`config.mk`:
```
export PLATFORM = sky130hd
export DESIGN_NAME = kmmsa_cell
export DESIGN_NICKNAME = d
export VERILOG_FILES = /design/src/rtl/kmmsa_pkg.sv /design/src/rtl/kmmsa_cell.sv
export SDC_FILE = /design/constraint.sdc
export NUM_CORES = 1
export LEC_CHECK = 0
export ABC_AREA = 1
export BUFFER_PORTS_ARGS = -buffer_cell sky130_fd_sc_hd__buf_4
export CORE_AREA = 2 2 444 446
export CTS_BUF_LIST = sky130_fd_sc_hd__clkbuf_8
export CTS_CLUSTER_DIAMETER = 60
export CTS_CLUSTER_SIZE = 10
export DETAILED_ROUTE_END_ITERATION = 6
export DIE_AREA = 0 0 446 448
export HOLD_SLACK_MARGIN = 0.03
export PLACE_DENSITY = 0.38
export SLEW_MARGIN = 0
export SYNTH_ARGS = -nofsm -noshare
export SYNTH_HDL_FRONTEND = slang
export SYNTH_SLANG_ARGS = --single-unit
```
`constraint.sdc`:
```
create_clock -name aclk -period 9.5 [get_ports aclk]
set_clock_uncertainty 0.05 [all_clocks]
set_input_delay 0.475 -clock aclk [delete_from_list [all_inputs] [get_ports aclk]]
set_output_delay 0.475 -clock aclk [all_outputs]
set_load 0.005 [all_outputs]
```
`src/rtl/kmmsa_pkg.sv`:
```
// ----------------------------------------------------------------------------
// kmmsa_pkg
// types and constants shared by the keyed aggregator cells and top level
// ----------------------------------------------------------------------------
package kmmsa_pkg;
    localparam int YEAR_W  = 12;
    localparam int IN_CW   = 16;
    localparam int CNT_W   = 24;
    localparam int PRICE_W = 24;
    localparam int NAME_W  = 16;
    localparam int IN_SW   = 32;
    localparam int SUM_W   = 40;
    localparam int SLOT_W  = 6;
    localparam int S_TDATA_W = 192;
    localparam int M_TDATA_W = 224;

    typedef struct packed {
        logic [SUM_W-1:0]   price_sum;
        logic [NAME_W-1:0]  low_name;
        logic [PRICE_W-1:0] low_price;
        logic [NAME_W-1:0]  top_name;
        logic [PRICE_W-1:0] top_price;
        logic [CNT_W-1:0]   linux_c;
        logic [CNT_W-1:0]   mac_c;
        logic [CNT_W-1:0]   windows_c;
        logic [CNT_W-1:0]   count;
    } entry_t;

    // beat travelling along the cell row
    typedef struct packed {
        logic               vld;
        logic               hit;
        logic [YEAR_W-1:0]  year;
        entry_t             item;
        entry_t             merged;
        logic [9:0]         slot;
    } probe_t;

    typedef enum logic [1:0] {ST_IDLE, ST_RUN, ST_OUT} state_t;

    function automatic logic [CNT_W-1:0] sat_cnt(input logic [CNT_W-1:0] a,
                                                 input logic [CNT_W-1:0] b);
        logic [CNT_W:0] s;
        s = {1'b0, a} + {1'b0, b};
        return s[CNT_W] ? {CNT_W{1'b1}} : s[CNT_W-1:0];
    endfunction

    function automatic logic [SUM_W-1:0] sat_sum(input logic [SUM_W-1:0] a,
                                                 input logic [SUM_W-1:0] b);
        logic [SUM_W:0] s;
        s = {1'b0, a} + {1'b0, b};
        return s[SUM_W] ? {SUM_W{1'b1}} : s[SUM_W-1:0];
    endfunction

    function automatic entry_t merge(input entry_t e, input entry_t it);
        entry_t r;
        r = e;
        r.count     = sat_cnt(e.count, it.count);
        r.windows_c = sat_cnt(e.windows_c, it.windows_c);
        r.mac_c     = sat_cnt(e.mac_c, it.mac_c);
        r.linux_c   = sat_cnt(e.linux_c, it.linux_c);
        r.price_sum = sat_sum(e.price_sum, it.price_sum);
        if (it.top_price > e.top_price) begin
            r.top_price = it.top_price;
            r.top_name  = it.top_name;
        end
        if (it.low_price < e.low_price) begin
            r.low_price = it.low_price;
            r.low_name  = it.low_name;
        end
        return r;
    endfunction
endpackage

```
`src/rtl/kmmsa_cell.sv`:
```
// ----------------------------------------------------------------------------
// kmmsa_cell
// one table slot: loads an appended entry, compares the passing probe key, merges on a hit
// ----------------------------------------------------------------------------
module kmmsa_cell #(
    parameter int IDX_W = 6
) (
    input  logic                          aclk,
    input  logic                          aresetn,
    input  logic [IDX_W-1:0]              idx,
    input  logic                          occupied,
    input  logic                          append,
    input  logic [kmmsa_pkg::YEAR_W-1:0]  app_year,
    input  kmmsa_pkg::entry_t             app_item,
    input  kmmsa_pkg::probe_t             probe_in,
    output kmmsa_pkg::probe_t             probe_out
);
    import kmmsa_pkg::*;

    logic [YEAR_W-1:0] year_reg;
    entry_t            entry_reg;
    probe_t            probe_reg, probe_next;
    logic              match;
    entry_t            merged;

    assign match  = probe_in.vld && occupied && (year_reg == probe_in.year);
    assign merged = merge(entry_reg, probe_in.item);

    always_comb begin
        probe_next = probe_in;
        if (match) begin
            probe_next.hit    = 1'b1;
            probe_next.merged = merged;
            probe_next.slot   = 10'(idx);
        end
    end

    always_ff @(posedge aclk) begin
        if (!aresetn) begin
            probe_reg.vld <= 1'b0;
        end else begin
            probe_reg.vld <= probe_next.vld;
        end
        probe_reg.hit    <= probe_next.hit;
        probe_reg.year   <= probe_next.year;
        probe_reg.item   <= probe_next.item;
        probe_reg.merged <= probe_next.merged;
        probe_reg.slot   <= probe_next.slot;
        if (match) begin
            entry_reg <= merged;
        end else if (append) begin
            entry_reg <= app_item;
            year_reg  <= app_year;
        end
    end

    assign probe_out = probe_reg;
endmodule

```
==> out/results.ini, run 1 <==
[place]
port_buffers=1149
placed_cells=7730
gp_congestion=0.908
place_hpwl_mm=149

[route]
drtIter0Drc=1820
via_count=34700
drt-wirelength-per-cell_um=21.2
route.met2.wl_mm=94.5
drc=2
vias_per_cell=4.02
drt-pass1-iter-count=7
ant_nets=0
wirelength_mm=183
wl_met3_mm=9.88
dr.max_layer_used=met5
wl_met1_mm=72.6

[die]
die_h_um=448
pin_count=1150
die_area_um2=200000
die_w_um=446
core_um2=195000
row_count=162
start_util_pct=16.8

[run_status]
violations=DRC
status=finished, violations left

[sta]
drv_slew=0
setup_viol=0
min_period_over_period_pct=41.8
final_hold_viol_count=0
max_freq_mhz=252
rsz0062_at_grt=false
max_slew_margin_pct=18.4
layout_min_cycle_time_ns=3.97
worstMarginPinSlew_ns=1.22
fin_tns_setup_ns=0

[grt]
grt_max_degree=158
track_usage_pct=17.5
grt_pass1_vias=36400
grt_pass1_wl_mm=254
overflow=0
antenna_found_initial=60

[clock_network]
h-tree-depth=3
cts_buffer_depth=3
cts_root_buffer=clkbuf_8
cts.clk_slew.worst_paths_ns=0.09
cts_made_buffers=103
postCtsSetupBuffers=0
cts_tree=built
clk-insertion-delay-late_ns=0.86
clock-sinks=684

[setup_path]
cp.required_ns=10.19
regToRegSetupSlack_ns=5.53
crit_path_end_kind=flip-flop
critical_path_class=in -> reg
r2r_cells=13
timing.rr.start=entry_reg[111]
worstPathArrival_ns=4.66
start_kind=input port
cp_max_fo=40
r2r-end=probe_out[111]

[synthesis]
synth.cell_area_um2=32600
synthDistinctLibCells=46
yosys_warnings=0
synthFlopType=dfxtp_1
synthesis.nets=5014
synth_cells=4132
synth-seq-area-share_pct=49.0
synthArstFlopShare_pct=0
synth_top_cell_area_share_pct=28.0
synth_top_area_cell=dfxtp_1
synth_edf_count=228
synth_top_cells_by_area=dfxtp_1 (28%), edfxtp_1 (21%), nand2_1 (19%)
ys_ff_latch=684
synth.avg_cell_area_um2=7.89

[cells_and_area]
area_growth_pct=63.2
regArea_um2=16000
final_cell_mix=nand2_1 (1657), buf_4 (1162), dlygate4sd3_1 (693)
drive_gt1_share_pct=22.5
final_util_pct=27.3
layout.cells.non_filler=8631
nFillCells=21300
largest_reg_flops=456
layout_commonest_cell=nand2_1
nets=6868
multi_input_area_um2=14600

[pwr]
p_total_mw=7.91
vdd_drop_max_uv=104
p_leak_nw=26.3
cellPowerDensity_nw_per_um2=149

[min_path]
worstHoldEndpoint=probe_out[400]
hp-start=probe_in[400]
hold_path_class=in -> reg
hold_depth=2

[flow_run]
cap_violations=0

power by group:
group / leakage (nW) / internal (mW) / total, mW / switching [mW]
clock: 1.22 / 1.29 / 2.70 / 1.41
combinational: 19.0 / 0.869 / 1.92 / 1.05
sequential: 6.08 / 3.21 / 3.28 / 0.0716
total: 26.3 / 5.37 / 7.91 / 2.54
cell usage after synthesis (31+ instances only):
| library cell | number |
|---|---|
| o21ai_0 | 98 |
| nand3b_1 | 89 |
| edfxtp_1 | 228 |
| xnor2_1 | 34 |
| nor2_1 | 208 |
| o21ai_1 | 41 |
| nand2_1 | 1659 |
| dfxtp_1 | 456 |
| buf_2 | 65 |
| nor3_1 | 31 |
| inv_1 | 397 |
| ha_1 | 183 |
| nand3_1 | 250 |
| a21oi_1 | 175 |
| nand4_1 | 53 |
| xor2_1 | 37 |
per-stage QoR:
stage | setup slack, ns | hold WS, ns | area, um2
finish | 5.53 | 0.231 | 53200
CTS | 5.38 | 0.0599 | 53200
global placement | 5.49 | 0.510 | 44100
global route | 5.14 | 0.135 | 53200
floorplan | 2.80 | 0.453 | 32600
detailed placement | 5.48 | 0.512 | 44100
area by class of cell:
| class | instances | area share [%] |
|---|---|---|
| multi-input combinational | 2936 | 27.5 |
| timing repair buffer | 1858 | 29.5 |
| tap | 2542 | 5.98 |
| inverter | 403 | 2.86 |
| clock buffer | 108 | 2.79 |
| antenna | 21 | 0.0987 |
| clock inverter | 79 | 1.25 |
| sequential | 684 | 30.0 |
layer usage:
layer	vias to the layer above	GRT usage, %
met4	8	6.09
met2	1033	32.3
li1	17100	-
met3	269	3.55
met1	16400	19.9
met5	-	0
kinds of logic after synthesis:
logic type | share of synthesized area (%)
simple gates | 29.7
fa+ha+maj | 7.33
xor+xnor | 1.91
flops | 49.0
compound gates | 5.80
buf+inv | 6.31
what timing repair did:
item,4_1_cts,5_1_grt
endpoints found under the hold margin,684,0
hold buffers,693,0
gates resized for setup,0,0
how the worst max path moves through the flow:
stage / startpoint / to / slack, ns / depth (start not counted)
after global placement: probe_in[335] / entry_reg[100] / 5.49 / 12
final: probe_in[335] / probe_out[111] / 5.53 / 14
after CTS: entry_reg[111] / probe_out[111] / 5.38 / 13
after floorplan: probe_in[450] / entry_reg[0] / 2.80 / 9
after detailed placement: probe_in[335] / entry_reg[128] / 5.48 / 12
after global routing: entry_reg[111] / probe_out[111] / 5.14 / 13
critical path, cell delays in order:
cell	delay, ns
dlygate4sd3_1	0.55
buf_4	0.17
ha_1	0.30
nand2_1	0.07
nor2_1	0.17
nand4_1	0.12
nor3_2	0.32
nand4_1	0.35
buf_4	0.39
nand2_2	0.79
nand2_1	0.11
nand3_1	0.14
nand2_1	0.07
dlygate4sd3_1	0.54
(Power assumes the default switching activity.)
==> inputs of run 2 (changes only) <==
clock period = 4.15 ns   (was 9.5 ns; I/O delays follow)
==> out/results.ini, run 2 (synthesized netlist as in run 1, its figures left out) <==
[run_status]
status=complete, no violations  ; was finished, violations left

[pwr]
cellPowerDensity_nw_per_um2=313  ; was 149 nW/um2
vdd_drop_max_uv=248  ; was 104 uV
p_leak_nw=28.8  ; was 26.3 nW

[setup_path]
cp_max_fo=22  ; was 40
start_kind=flip-flop  ; was input port
crit_path_end_kind=flip-flop  ; unchanged
cp.required_ns=4.85  ; was 10.19 ns
critical_path_class=reg -> reg  ; was in -> reg
worstPathCellList=ha_1 -> fa_1 -> nand2_1 -> nand3_1 -> nand3_1 -> nand2_2 -> nand2_1 -> nand3b_4 -> a21oi_4 -> buf_4 -> o21ai_1 -> nand2_1 -> nand2_1 -> dlygate4sd3_1  ; was dlygate4sd3_1 -> buf_4 -> ha_1 -> nand2_1 -> nor2_1 -> nand4_1 -> nor3_2 -> nand4_1 -> buf_4 -> nand2_2 -> nand2_1 -> nand3_1 -> nand2_1 -> dlygate4sd3_1
worstPathArrival_ns=4.38  ; was 4.66 ns
crit_slowest_cell=dlygate4sd3_1  ; was nand2_2
max_stage_delay_ns=0.54  ; was 0.79 ns
cpMostUsedCell=nand2_1  ; unchanged

[cells_and_area]
largest_reg_flops=456  ; unchanged
area_growth_pct=81.2  ; was 63.2%
nets=7457  ; was 6868
drive_gt1_share_pct=20.9  ; was 22.5%
final_cell_mix=nand2_1 (1657), dlygate4sd3_1 (1267), buf_4 (1172)  ; was nand2_1 (1657), buf_4 (1162), dlygate4sd3_1 (693)
layout_commonest_cell=nand2_1  ; unchanged

[die]
start_util_pct=16.8  ; unchanged
pin_count=1150  ; unchanged
die_w_um=446  ; unchanged
core_um2=195000  ; unchanged
die_h_um=448  ; unchanged
row_count=162  ; unchanged
die_area_um2=200000  ; unchanged

[min_path]
hold_path_class=in -> reg  ; unchanged

[clock_network]
clk-insertion-delay-late_ns=0.91  ; was 0.86 ns
postCtsSetupBuffers=0  ; unchanged
cts_tree=built  ; unchanged
postCtsHoldBufs=1267  ; was 693
clock-sinks=684  ; unchanged
h-tree-depth=3  ; unchanged
cts.clk_slew.worst_paths_ns=0.08  ; was 0.09 ns
cts_buffer_depth=3  ; unchanged
cts_made_buffers=104  ; was 103
cts_root_buffer=clkbuf_8  ; unchanged
post_cts_resized=0  ; unchanged

[place]
port_buffers=1149  ; unchanged
gp_congestion=0.928  ; was 0.908
place_hpwl_mm=153  ; was 149 mm

[sta]
rsz0062_at_grt=false  ; unchanged
max_slew_margin_pct=24.4  ; was 18.4%
worstMarginPinSlew_ns=1.13  ; was 1.22 ns
max_freq_mhz=272
setup_viol=0  ; unchanged
drv_slew=0  ; unchanged
whs_ns=0.121  ; was 0.231 ns
final_hold_viol_count=0  ; unchanged
fin_tns_setup_ns=0  ; unchanged
min_period_over_period_pct=88.7
layout_min_cycle_time_ns=3.68

[route]
via_count=37600  ; was 34700
ant_nets=0  ; unchanged
drt-wirelength-per-cell_um=21.0  ; was 21.2 um
drc=0  ; was 2
wl_met1_mm=76.2  ; was 72.6 mm
vias_per_cell=4.08  ; was 4.02
dr.max_layer_used=met5  ; unchanged
drt-pass1-iter-count=5  ; was 7
drtIter0Drc=2159  ; was 1820
route.met2.wl_mm=99.5  ; was 94.5 mm
wirelength_mm=194  ; was 183 mm
wl_met3_mm=9.91  ; was 9.88 mm

[grt]
antenna_found_initial=55  ; was 60
track_usage_pct=18.7  ; was 17.5%
overflow=0  ; unchanged
grt_max_degree=140  ; was 158
grt_pass1_wl_mm=272  ; was 254 mm
grt_pass1_vias=39400  ; was 36400

[flow_run]
cap_violations=0  ; unchanged

-- run 2: power by group --
part           leakage [nW]  internal, mW  switching [mW]
Clock                  1.18          2.84            3.29
Combinational          21.5          2.36            2.51
Sequential             6.08          7.35           0.171
Total                  28.8          12.5            5.97
-- run 2: cell type report --
type | instances | area, um2
multi-input cells | 2936 | 14600
well taps | 2542 | 3180
fillers | 20800 | 135000
diodes | 24 | 60.1
flip-flops and latches | 684 | 16000
clock buffers | 115 | 1580
clock inverters | 72 | 541
repair buffers | 2446 | 21600
inverters | 403 | 1520
-- run 2: layer usage --
metal	up-vias	GRT usage, %
met5	-	0
met4	4	7.98
met3	347	3.43
met2	1186	34.4
met1	17800	21.0
li1	18200	-
-- run 2: final timing paths --
| kind | startpoint | depth (start not counted) | slack [ns] | endpoint |
|---|---|---|---|---|
| max | entry_reg[176] | 14 | 0.47 | probe_out[188] |
| min reg2reg | entry_reg[141] | 4 | 0.50 | probe_out[151] |
| max reg2reg | entry_reg[176] | 14 | 0.47 | probe_out[188] |
| min | append | 3 | 0.12 | entry_reg[19] |
-- run 2: metrics by stage --
step / worst slack (ns) / cell area (um2) / cells / power [mW] / util [%]
finish: 0.471 / 59100 / 9222 / 18.5 / 30.4
global route: 0.195 / 59100 / 9215 / 19.5 / 30.4
CTS: 0.421 / 59000 / 9198 / 18.8 / 30.3
detailed placement: 0.736 / 44200 / 7744 / 11.5 / 22.7
global placement: 0.743 / 44200 / 7744 / 11.6 / 22.7
floorplan: 0.864 / 32600 / 4132 / 9.57 / -
-- run 2: worst max-delay path: cells and delay by family (launching register included) --
family,cells,cell delay [ns]
and+or+nand+nor,8,0.79
AOI/OAI and AO/OA,2,0.64
DFF,1,0.37
adders and majority gates,2,0.74
buffers and inverters,2,0.94
